**src/rtl/kcp_pkg.sv**
```systemverilog
// shared types, codes and defaults for the keyed slot cache
package kcp_pkg;

  localparam int SlotsDefault    = 32;
  localparam int KeyBytesDefault = 8;

  localparam logic [2:0] RES_HIT   = 3'd0;
  localparam logic [2:0] RES_ADDED = 3'd1;
  localparam logic [2:0] RES_BUSY  = 3'd2;
  localparam logic [2:0] RES_FULL  = 3'd3;
  localparam logic [2:0] RES_DONE  = 3'd4;
  localparam logic [2:0] RES_ERROR = 3'd5;

  localparam logic [1:0] MODE_LOOKUP  = 2'd0;
  localparam logic [1:0] MODE_REMOVE  = 2'd1;
  localparam logic [1:0] MODE_FILL    = 2'd2;
  localparam logic [1:0] MODE_RELEASE = 2'd3;

  typedef enum logic [1:0] {
    ST_FREE    = 2'd0,
    ST_PENDING = 2'd1,
    ST_VALID   = 2'd2
  } slot_st_e;

  typedef enum logic [4:0] {
    CMD_NONE,
    CMD_LOAD,
    CMD_ERR,
    CMD_ORD_RD_POS,
    CMD_ORD_RD_PREV,
    CMD_ORD_RD_NEXT,
    CMD_CUR_FROM_ORD,
    CMD_NEXT,
    CMD_PREV,
    CMD_BUSY,
    CMD_HIT,
    CMD_HIT_RES,
    CMD_ORD_WR_DN,
    CMD_ORD_WR_UP,
    CMD_ORD_WR_HEAD,
    CMD_POP,
    CMD_FULL,
    CMD_SET_TAIL,
    CMD_EVICT,
    CMD_DEC_UCOUNT,
    CMD_ADD,
    CMD_FREE,
    CMD_FILL,
    CMD_REL,
    CMD_EMIT
  } cmd_e;

  typedef struct packed {
    logic [1:0] mode;
    logic       slot_oor;
    logic       slot_pending;
    logic       slot_releasable;
    logic       ucount_zero;
    logic       pos_zero;
    logic       pos_one;
    logic       pos_last;
    logic       key_match;
    logic       cur_valid;
    logic       free_avail;
    logic       victim_ok;
    logic       ord_match;
    logic       out_free;
  } dp_stat_t;

endpackage

```
**src/rtl/kcp_ctrl.sv**
```systemverilog
// controller: sequences lookup, eviction, list shifts and result hand-off
module kcp_ctrl (
  input  logic              clk_i,
  input  logic              rst_ni,
  input  logic              in_valid_i,
  output logic              in_stall_o,
  input  kcp_pkg::dp_stat_t stat_i,
  output kcp_pkg::cmd_e     cmd_o
);
  import kcp_pkg::*;

  typedef enum logic [22:0] {
    S_IDLE     = 23'h000001,
    S_DISPATCH = 23'h000002,
    S_SC_ORD   = 23'h000004,
    S_SC_KEY   = 23'h000008,
    S_SC_CMP   = 23'h000010,
    S_HIT_OBJ  = 23'h000020,
    S_MTF_RD   = 23'h000040,
    S_MTF_WR   = 23'h000080,
    S_MTF_HEAD = 23'h000100,
    S_MISS     = 23'h000200,
    S_EV_ORD   = 23'h000400,
    S_EV_CHK   = 23'h000800,
    S_EV_TEST  = 23'h001000,
    S_RS_CHK   = 23'h002000,
    S_RS_RD    = 23'h004000,
    S_RS_WR    = 23'h008000,
    S_ADD      = 23'h010000,
    S_RM_ORD   = 23'h020000,
    S_RM_CMP   = 23'h040000,
    S_RM_FREE  = 23'h080000,
    S_FILL     = 23'h100000,
    S_REL      = 23'h200000,
    S_FIN      = 23'h400000
  } state_e;

  state_e state_q, state_d;

  assign in_stall_o = state_q != S_IDLE;

  always_comb begin
    state_d = state_q;
    cmd_o   = CMD_NONE;
    unique case (state_q)
      S_IDLE: begin
        if (in_valid_i) begin
          cmd_o   = CMD_LOAD;
          state_d = S_DISPATCH;
        end
      end
      S_DISPATCH: begin
        if (stat_i.mode == MODE_LOOKUP) begin
          state_d = stat_i.ucount_zero ? S_MISS : S_SC_ORD;
        end else if (stat_i.slot_oor) begin
          cmd_o   = CMD_ERR;
          state_d = S_FIN;
        end else if (stat_i.mode == MODE_RELEASE) begin
          if (stat_i.slot_releasable) begin
            state_d = S_REL;
          end else begin
            cmd_o   = CMD_ERR;
            state_d = S_FIN;
          end
        end else if (!stat_i.slot_pending) begin
          cmd_o   = CMD_ERR;
          state_d = S_FIN;
        end else begin
          state_d = (stat_i.mode == MODE_FILL) ? S_FILL : S_RM_ORD;
        end
      end
      S_SC_ORD: begin
        cmd_o   = CMD_ORD_RD_POS;
        state_d = S_SC_KEY;
      end
      S_SC_KEY: begin
        cmd_o   = CMD_CUR_FROM_ORD;
        state_d = S_SC_CMP;
      end
      S_SC_CMP: begin
        if (stat_i.key_match && !stat_i.cur_valid) begin
          cmd_o   = CMD_BUSY;
          state_d = S_FIN;
        end else if (stat_i.key_match) begin
          cmd_o   = CMD_HIT;
          state_d = S_HIT_OBJ;
        end else begin
          cmd_o   = CMD_NEXT;
          state_d = stat_i.pos_last ? S_MISS : S_SC_ORD;
        end
      end
      S_HIT_OBJ: begin
        cmd_o   = CMD_HIT_RES;
        state_d = stat_i.pos_zero ? S_MTF_HEAD : S_MTF_RD;
      end
      S_MTF_RD: begin
        cmd_o   = CMD_ORD_RD_PREV;
        state_d = S_MTF_WR;
      end
      S_MTF_WR: begin
        cmd_o   = CMD_ORD_WR_DN;
        state_d = stat_i.pos_one ? S_MTF_HEAD : S_MTF_RD;
      end
      S_MTF_HEAD: begin
        cmd_o   = CMD_ORD_WR_HEAD;
        state_d = S_FIN;
      end
      S_MISS: begin
        if (stat_i.free_avail) begin
          cmd_o   = CMD_POP;
          state_d = S_ADD;
        end else if (stat_i.ucount_zero) begin
          cmd_o   = CMD_FULL;
          state_d = S_FIN;
        end else begin
          cmd_o   = CMD_SET_TAIL;
          state_d = S_EV_ORD;
        end
      end
      S_EV_ORD: begin
        cmd_o   = CMD_ORD_RD_POS;
        state_d = S_EV_CHK;
      end
      S_EV_CHK: begin
        cmd_o   = CMD_CUR_FROM_ORD;
        state_d = S_EV_TEST;
      end
      S_EV_TEST: begin
        if (stat_i.victim_ok) begin
          cmd_o   = CMD_EVICT;
          state_d = S_RS_CHK;
        end else if (stat_i.pos_zero) begin
          cmd_o   = CMD_FULL;
          state_d = S_FIN;
        end else begin
          cmd_o   = CMD_PREV;
          state_d = S_EV_ORD;
        end
      end
      S_RS_CHK: begin
        if (stat_i.pos_last) begin
          cmd_o   = CMD_DEC_UCOUNT;
          state_d = (stat_i.mode == MODE_LOOKUP) ? S_ADD : S_RM_FREE;
        end else begin
          state_d = S_RS_RD;
        end
      end
      S_RS_RD: begin
        cmd_o   = CMD_ORD_RD_NEXT;
        state_d = S_RS_WR;
      end
      S_RS_WR: begin
        cmd_o   = CMD_ORD_WR_UP;
        state_d = S_RS_CHK;
      end
      S_ADD: begin
        cmd_o   = CMD_ADD;
        state_d = S_FIN;
      end
      S_RM_ORD: begin
        cmd_o   = CMD_ORD_RD_POS;
        state_d = S_RM_CMP;
      end
      S_RM_CMP: begin
        if (stat_i.ord_match) begin
          state_d = S_RS_CHK;
        end else if (stat_i.pos_last) begin
          state_d = S_RM_FREE;
        end else begin
          cmd_o   = CMD_NEXT;
          state_d = S_RM_ORD;
        end
      end
      S_RM_FREE: begin
        cmd_o   = CMD_FREE;
        state_d = S_FIN;
      end
      S_FILL: begin
        cmd_o   = CMD_FILL;
        state_d = S_FIN;
      end
      S_REL: begin
        cmd_o   = CMD_REL;
        state_d = S_FIN;
      end
      S_FIN: begin
        if (stat_i.out_free) begin
          cmd_o   = CMD_EMIT;
          state_d = S_IDLE;
        end
      end
      default: state_d = S_IDLE;
    endcase
  end

  always_ff @(posedge clk_i or negedge rst_ni) begin
    if (!rst_ni) begin
      state_q <= S_IDLE;
    end else begin
      state_q <= state_d;
    end
  end

`ifndef SYNTHESIS
  a_load_only_idle: assert property (@(posedge clk_i) disable iff (!rst_ni)
    cmd_o == CMD_LOAD |=> state_q == S_DISPATCH)
    else $error("item load outside idle");
  a_emit_returns: assert property (@(posedge clk_i) disable iff (!rst_ni)
    cmd_o == CMD_EMIT |=> !in_stall_o)
    else $error("controller stuck after result");
  a_stall_busy: assert property (@(posedge clk_i) disable iff (!rst_ni)
    $rose(in_stall_o) |-> $past(in_valid_i))
    else $error("stall raised without an accepted beat");
`endif

endmodule

```
**config.mk**
```make
export PLATFORM = sky130hd
export DESIGN_NAME = kcp_ctrl
export DESIGN_NICKNAME = d
export VERILOG_FILES = /design/src/rtl/kcp_pkg.sv /design/src/rtl/kcp_ctrl.sv
export SDC_FILE = /design/constraint.sdc
export NUM_CORES = 1
export LEC_CHECK = 0
export BUFFER_PORTS_ARGS = -buffer_cell sky130_fd_sc_hd__buf_4
export CORE_MARGIN = 1.5
export CORE_UTILIZATION = 60
export DETAILED_ROUTE_END_ITERATION = 10
export GPL_TIMING_DRIVEN = 0
export PLACE_DENSITY = 0.89
export SLEW_MARGIN = 20
export SYNTH_ARGS = -nofsm -noshare
export SYNTH_HDL_FRONTEND = slang
export SYNTH_SLANG_ARGS = --single-unit
export TNS_END_PERCENT = 50
```
**constraint.sdc**
```tcl
create_clock -name clk_i -period 3.21 [get_ports clk_i]
set_input_delay 0.1605 -clock clk_i [delete_from_list [all_inputs] [get_ports clk_i]]
set_output_delay 0.1605 -clock clk_i [all_outputs]
set_load 0.05 [all_outputs]
```
# ---- Word-level counts from Yosys, hierarchy flattened
# Cells that the tools add are included.
dict set report word_totals {
  register_bits 23
  wordCells 76
  output_inout_bits 6
  in_bits 18
}
dict set report classes {
  reduce_logical 7
  eq_ne 28
  muxes 40
}
# cell n
set ops {}
lappend ops {{$pmux W23 S19} 1}
lappend ops {{$mux W23} 12}
lappend ops {{$pmux W5 S20} 1}
lappend ops {{$mux W20} 4}
lappend ops {{$mux W5} 8}
lappend ops {{$mux W10} 3}
lappend ops {{$eq A23 B1 Y1 const B} 1}
lappend ops {{$eq A23 B10 Y1 const B} 1}
lappend ops {{$eq A23 B11 Y1 const B} 1}
lappend ops {{$eq A23 B12 Y1 const B} 1}
lappend ops {{$eq A23 B13 Y1 const B} 1}
lappend ops {{$eq A23 B14 Y1 const B} 1}
lappend ops {{$eq A23 B15 Y1 const B} 1}
lappend ops {{$eq A23 B16 Y1 const B} 1}
lappend ops {{$eq A23 B17 Y1 const B} 1}
lappend ops {{$eq A23 B18 Y1 const B} 1}
lappend ops {{$eq A23 B19 Y1 const B} 1}
lappend ops {{$eq A23 B2 Y1 const B} 1}
lappend ops {{$eq A23 B20 Y1 const B} 1}
lappend ops {{$eq A23 B21 Y1 const B} 1}
lappend ops {{$eq A23 B22 Y1 const B} 1}
lappend ops {{$eq A23 B23 Y1 const B} 1}
lappend ops {{$eq A23 B3 Y1 const B} 1}
lappend ops {{$eq A23 B4 Y1 const B} 1}
lappend ops {{21 further kinds} 28}

# ---- Logic depth before layout (Yosys ltp)
# Gate-level depths: netlist of run 1.
dict set report depth {
  word_depth 7
  mapped_depth 7
  ltp_nobuf 5
}

# ---- Worst setup path after synthesis of run 1
# OpenSTA, ideal clock, no wires.
dict set report synth_timing {
  path_type {register to output}
  from {register state_q[12]}
  to {output port cmd_o[2]}
  setup_slack_ns 0.675
  arrival_time_ns 2.374
  required_time_ns 3.049
  path_buffers 1
  stages_incl_launch_ff 6
  path_cell_list {dfrtp_1 nor4_4 nand4_1 buf_2 or3b_4 o2111ai_1}
}
dict set report synth_between {
  elab_chain_len 3
  word_cells_on_any_way 26
  classes_between {eq/ne: 23; mux: 1; reduce/logical: 2}
}
# item line_no
set synth_rtl {}
lappend synth_rtl {{start: declaration} kcp_ctrl.sv:38} ;# state_e state_q, state_d;
lappend synth_rtl {{start signal: assignment} kcp_ctrl.sv:200} ;# state_q <= state_d;
lappend synth_rtl {{$eq A23 B18 Y1 (tied with other cells)} kcp_ctrl.sv:45} ;# unique case (state_q)
lappend synth_rtl {{$reduce_or A3 Y1 (no source line) or $reduce_or A2 Y1 (tied branches)} --}
lappend synth_rtl {{$pmux W5 S20 *} kcp_ctrl.sv:45}
lappend synth_rtl {{end: declaration} kcp_ctrl.sv:8} ;# output kcp_pkg::cmd_e cmd_o
# Mark *: on every way between the ends. The rest lies on a longest branch, timed or not.

# ---- Worst setup path after layout of run 1
# Ends and elaborated chain as after synthesis.

==> results.ini, run 1 <==
[status]
outcome = finished clean

[yosys]
ys_types = 50
synth_mux_area_frac = 0
yosys.area_share.adder = 0
ys_async_sr_fraction = 1.00
synth_compound_area_frac = 0.145
syn_area_um2 = 1760
synth_area_leaders = dfrtp_1 (31%), nor4_4 (4.8%), nand2_1 (4.7%)
yosys.area.top_type = dfrtp_1
synth_ff_type = dfrtp_1
netlist_instances = 200
synth-xor-area-share = 0.0249
synth_top_family_by_area = simple AND/OR/NAND/NOR gates
synth-edff-count = 0
syn_area_per_cell_um2 = 8.78
ys_seq_area_frac = 0.328
synth-warning-count = 0
synth_simple_gate_area_share = 0.461
synth_top_area_share = 0.313
synth-seq-cells = 23
syn-num-nets = 218

[finish]
largest_reg_flops = 23
final_core_util = 0.727
largest-register = state_q
seq_area_um2 = 577
fin_cells = 259
largest_registers = state_q x23
drive_above_1_share = 0.219
final_nets = 247
area_delta_synth_final_pct = 14.2
multi_input_area_um2 = 1110
num-fill-cells = 227
antenna-diode-count = 0

[timing]
max_slew_margin = 0.589
period_share = 0.929
max_slew.worst_pin.slew_ns = 0.611
max_freq_mhz = 335
setup_tns_ns = 0
finalMaxSlewViolations = 0
fin_crit_ns = 2.98
fin_skew_ns = 0.00605
hold_viol_final = 0
grt_setup_unrepaired = no
whs_ns = 0.0448
setup_viol = 0

[clock_network]
cts_buffer_depth = 2
root_buffer = clkbuf_4
clkSlewWorstSetupHoldPaths_ns = 0.13
cts_buffers = 3
htree_levels = 1
clkLatencyLatePin_ns = 0.32
cts-resized-gates = 0
cts_setup_buffers = 0
cts_tree = yes
clock-sinks = 23

[power_and_ir_drop]
comb_power_share = 0.495
sw_frac_of_total = 0.458
p_clk_frac = 0.153
p_int_mw = 0.510
vdd_drop_max_mv = 0.468
p_per_area_nw_per_um2 = 469
p_leak_nw = 0.921
power_switching_mw = 0.431
p_seq_frac = 0.352

[critical_path]
timing.rr.start = state_q[12]
worst_ep_arrival_time_ns = 2.82
end_kind = output port
crit_path_top_delay_cell = nor4_1
required_ns = 3.05
cp.buffers_inverters = 1
cp-start-kind = flop
slowest_delay_ns = 0.61
r2r-end = state_q[0]
worstPathCellList = nor4_4 -> nand3_1 -> nor4_1 -> nor2_1 -> o2111ai_1 -> buf_4
crit_type = flop to output port
cp_top_family = simple AND/OR/NAND/NOR gates
rrSetupSlack_ns = 0.90
cp_max_fo = 7
worstRegToRegCells = 5

[route]
vias = 1743
vias_per_cell = 6.73
routed_wl_mm = 4.61
drt_iter0_drc = 125
drtAntennaViolNets = 0
remaining_drc_errors = 0
first_pass_iters = 4
wl_per_cell_um = 17.8

[floorplanning]
core_um2 = 2760
start_util = 0.637
dieArea_um2 = 3260
die_x_um = 57.1
die_h_um = 57.1
pin_count = 24
num_rows = 19

[placed_design]
gp_routability_congestion = 1.04
dp_cells = 254
port_buffers = 23
dp_hpwl_mm = 3.61

[hold_path]
hold_end = state_q[14]
min_from = stat_i[6]
hold_depth = 2
hold_class = primary input to flop

[global_route]
grt-ovfl-total = 0
grt_pass1_wl_mm = 7.49
grt_max_degree = 24
grt_pass1_vias = 1607
antenna_found_initial = 0
grt_usage = 0.297

[flow_run]
cap_violations = 0

==> final cells by class <==
cell class	count	area share
buffer	5	0.0112
clock buffer	3	0.0112
clock inverter	1	0.00250
inverter	13	0.0243
multi-input combinational	159	0.553
sequential	23	0.288
tap	31	0.0193
timing repair buffer	24	0.0911
==> power by group through the flow <==
stage               clock network, mW  logic (mW)  registers, mW
finish                          0.143       0.466          0.331
global route                    0.154       0.500          0.335
CTS                             0.141       0.460          0.332
detailed placement                  0       0.456          0.337
global placement                    0       0.454          0.336
floorplan                           0       0.333          0.334
==> kinds of logic after synthesis <==
logic type / after synthesis
and+or+nand+nor: 120
AOI/OAI and AO/OA: 34
DFF: 23
buffers and inverters: 18
xor gates and xnor gates: 5
==> worst max path at each step <==
stage | start | endpoint | slack [ns] | cells after the start
finish | state_q[12] | cmd_o[2] | 0.23 | 6
CTS | state_q[12] | cmd_o[2] | 0.33 | 6
global route | state_q[12] | cmd_o[2] | 0.08 | 6
detailed placement | state_q[12] | cmd_o[2] | 0.70 | 6
global placement | state_q[12] | cmd_o[2] | 0.73 | 6
floorplan | state_q[12] | cmd_o[2] | 0.68 | 5
==> stage by stage <==
stage          instance area (um2)  total power, mW  setup slack (ns)
2_1_floorplan                 1760            0.667             0.675
3_3_place_gp                  1970            0.789             0.732
3_5_place_dp                  1970            0.793             0.702
4_1_cts                       2010            0.933             0.325
5_1_grt                       2010            0.989            0.0782
6_report                      2010            0.940             0.229
==> Yosys cell counts, types with 3 or more instances <==
cell type	count
nor4_4	4
nor4b_1	4
buf_2	3
o2111ai_1	3
nand3_1	8
xor2_1	3
nor2_1	20
nor2b_1	8
nor3_2	3
nand2_1	22
nand4_1	5
dfrtp_1	22
nor3_1	11
nor3b_1	4
inv_1	13
nor4_1	8
a22o_1	3
o21ai_0	4
a21oi_1	7
==> placed cells by master, fill, tap and decap left out, types with 3 or more instances in the layout <==
cell and n:
nor2b_1 8, buf_4 23, buf_2 3, clkbuf_4 3
o2111ai_1 3, nor2_1 20, nor4_4 4, a21oi_1 7
dfrtp_1 22, nor3b_1 4, nand3_1 8, nor4_1 8
nor3_2 3, a22o_1 3, xor2_1 3, o21ai_0 4
nor3_1 11, nand4_1 5, inv_1 13, nor4b_1 4
nand2_1 22
==> what timing repair did <==
item / CTS / global route
hold buffers: 1 / 0
endpoints found under the hold margin: 23 / 0
endpoints found under the setup margin: 0 / 0
==> layer usage <==
layer	vias up	track usage	wire length, um
li1	812	-	-
met1	810	0.425	2030
met2	107	0.455	2060
met3	14	0.0476	414
met4	0	0.110	102
met5	-	0	0
(Power assumes the default switching activity.)
==> inputs of run 2 (changes only) <==
--- a/config.mk
+++ b/config.mk
@@ -5,6 +5,7 @@
 export SDC_FILE = /design/constraint.sdc
 export NUM_CORES = 1
 export LEC_CHECK = 0
+export ABC_AREA = 1
 export BUFFER_PORTS_ARGS = -buffer_cell sky130_fd_sc_hd__buf_4
 export CORE_MARGIN = 1.5
 export CORE_UTILIZATION = 60
==> results.ini, run 2 <==
[global_route]
grt-ovfl-total = 0
grt_max_degree = 24
grt_usage = 0.302
grt_pass1_vias = 1760
antenna_found_initial = 0
grt_pass1_wl_mm = 7.72

[timing]
grt_setup_unrepaired = no
max_slew.worst_pin.slew_ns = 0.401
finalMaxSlewViolations = 0
setup_tns_ns = 0
fin_skew_ns = 0.0103
setup_viol = 0
fin_crit_ns = 2.44
max_slew_margin = 0.730
max_freq_mhz = 410
hold_viol_final = 0
period_share = 0.760

[yosys]
synth-edff-count = 0
synth_top_family_by_area = simple AND/OR/NAND/NOR gates
synth_mux_area_frac = 0
yosys.area.top_type = dfrtp_1
syn_area_per_cell_um2 = 6.69
synth-xor-area-share = 0
synth_simple_gate_area_share = 0.516
synth.most_common_cell = nor2_1
synth_compound_area_frac = 0.0508
synth-seq-cells = 23
ys_types = 30
yosys.area_share.adder = 0
synth_commonest_cells = nor2_1 (51), nand2_1 (49), inv_1 (41), nand3_1 (28), dfrtp_1 (22)
synth_area_leaders = dfrtp_1 (31%), nor2_1 (11%), nand2_1 (10%)
ys_async_sr_fraction = 1.00
synth-warning-count = 0
ys_seq_area_frac = 0.326
synth_ff_type = dfrtp_1
netlist_instances = 265
syn_area_um2 = 1770
synth_top_area_share = 0.311
syn-num-nets = 283

[clock_network]
cts_buffer_depth = 2
root_buffer = clkbuf_4
cts_tree = yes
clkLatencyLatePin_ns = 0.33
clkSlewWorstSetupHoldPaths_ns = 0.13
htree_levels = 1
cts-resized-gates = 0
clock-sinks = 23
cts_buffers = 3

[finish]
area_delta_synth_final_pct = 14.5
antenna-diode-count = 0
drive_above_1_share = 0.218
final_nets = 313
fin_area_um2 = 2030
layout_common_cells = nor2_1 (51), nand2_1 (49), inv_1 (41), nand3_1 (28), buf_4 (23)
largest_reg_flops = 23
largest-register = state_q
largest_registers = state_q x23
final_common_cell = nor2_1

[floorplanning]
core_um2 = 2780
die_h_um = 57.3
num_rows = 19
die_x_um = 57.3
start_util = 0.637
pin_count = 24
dieArea_um2 = 3290

[hold_path]
min_from = stat_i[3]
hold_class = primary input to flop
hold_end = state_q[10]
hold_depth = 2

[placed_design]
port_buffers = 23
dpl_cell_area_um2 = 1980
dp_hpwl_mm = 3.63
gp_routability_congestion = 1.05

[critical_path]
worst_ep_arrival_time_ns = 2.28
r2r-end = state_q[0]
slowest_delay_ns = 0.43
required_ns = 3.05
crit_type = flop to output port
timing.rr.start = state_q[16]
worstRegToRegCells = 11
worstPathCellList = nor2_2 -> nand2_2 -> nor2_8 -> nand2_2 -> nor2_2 -> inv_1 -> a21oi_1 -> nor2_1 -> nand4_1 -> buf_4
end_kind = output port
crit_path_top_delay_cell = dfrtp_1
cp-start-kind = flop
rrSetupSlack_ns = 1.36
cp_max_fo = 5

[flow_run]
cap_violations = 0

[power_and_ir_drop]
p_per_area_nw_per_um2 = 484
p_leak_nw = 1.15
vdd_drop_max_mv = 0.632

[route]
routed_wl_mm = 4.50
vias_per_cell = 5.68
drt_iter0_drc = 122
vias = 1845
remaining_drc_errors = 0
wl_per_cell_um = 13.8
drtAntennaViolNets = 0
first_pass_iters = 5

[status]
outcome = finished clean

==> run 2: changes by cell type after synthesis, moves of 6 or more <==
cell | previous run | this run
nor2_1 | 20 | 51
inv_1 | 13 | 41
nand2_1 | 22 | 49
nand3_1 | 8 | 28
nor2_2 | 0 | 9
nand2_2 | 0 | 8
nor2b_1 | 8 | 0
nor4_1 | 8 | 2
==> run 2: power breakdown <==
part           switching [mW]  internal, mW  total (mW)
Clock                  0.0907        0.0488       0.139
Sequential             0.0112         0.312       0.324
Combinational           0.360         0.160       0.520
==> run 2: final cells by class <==
cell class / instances / area, um2
buffer: 2 / 22.5
fill: 240 / 752
tap: 31 / 38.8
timing repair buffer: 25 / 193
clock buffer: 4 / 26.3
multi-input combinational: 195 / 1000
sequential: 23 / 577
inverter: 45 / 169
==> run 2: stage by stage <==
| step | utilization | power (mW) | worst slack [ns] | hold WS [ns] | instances |
|---|---|---|---|---|---|
| finish | 0.730 | 0.983 | 0.771 | 0.0252 | 325 |
| global route | 0.730 | 1.03 | 0.684 | 0.0211 | 325 |
| CTS | 0.730 | 0.979 | 0.861 | 0.0300 | 325 |
| detailed placement | 0.713 | 0.843 | 1.24 | 0.0701 | 319 |
| global placement | 0.713 | 0.821 | 1.26 | 0.0658 | 319 |
| floorplan | - | 0.707 | 1.28 | -0.135 | 265 |
==> run 2: logic make-up (layout without fill, tap and decap cells) <==
kind of cell | after synthesis | count (layout)
simple gates | 180 | 180
buf+inv | 47 | 76
flops | 23 | 23
compound gates | 15 | 15
==> run 2: metal layers <==
layer  vias to the layer above  routed length (um)  global-route usage
met5                         -                   0                   0
met4                         0                 142              0.0731
met3                        19                 363              0.0635
met2                        83                2110               0.484
met1                       835                1890               0.423
li1                        908                   -                   -
==> run 2: repair_timing <==
action	in CTS	in global routing
buffers inserted	0	0
hold buffers	2	0
endpoints found under the hold margin	24	0
==> run 2: worst max-delay path by stage <==
stage / endpoint / cells after the start / from / slack, ns
after CTS: cmd_o[0] / 10 / state_q[16] / 0.86
after floorplan: cmd_o[0] / 9 / state_q[14] / 1.28
after global routing: cmd_o[0] / 10 / state_q[16] / 0.68
final: cmd_o[0] / 10 / state_q[16] / 0.77
after global placement: cmd_o[0] / 10 / state_q[16] / 1.26
after detailed placement: cmd_o[0] / 10 / state_q[16] / 1.24
==> run 2: critical path: cells and delay by family, from the launching register on <==
family          cells  cell delay, ns
compound gates      1            0.19
flops               1            0.43
simple gates        7            1.04
buf+inv             2            0.29
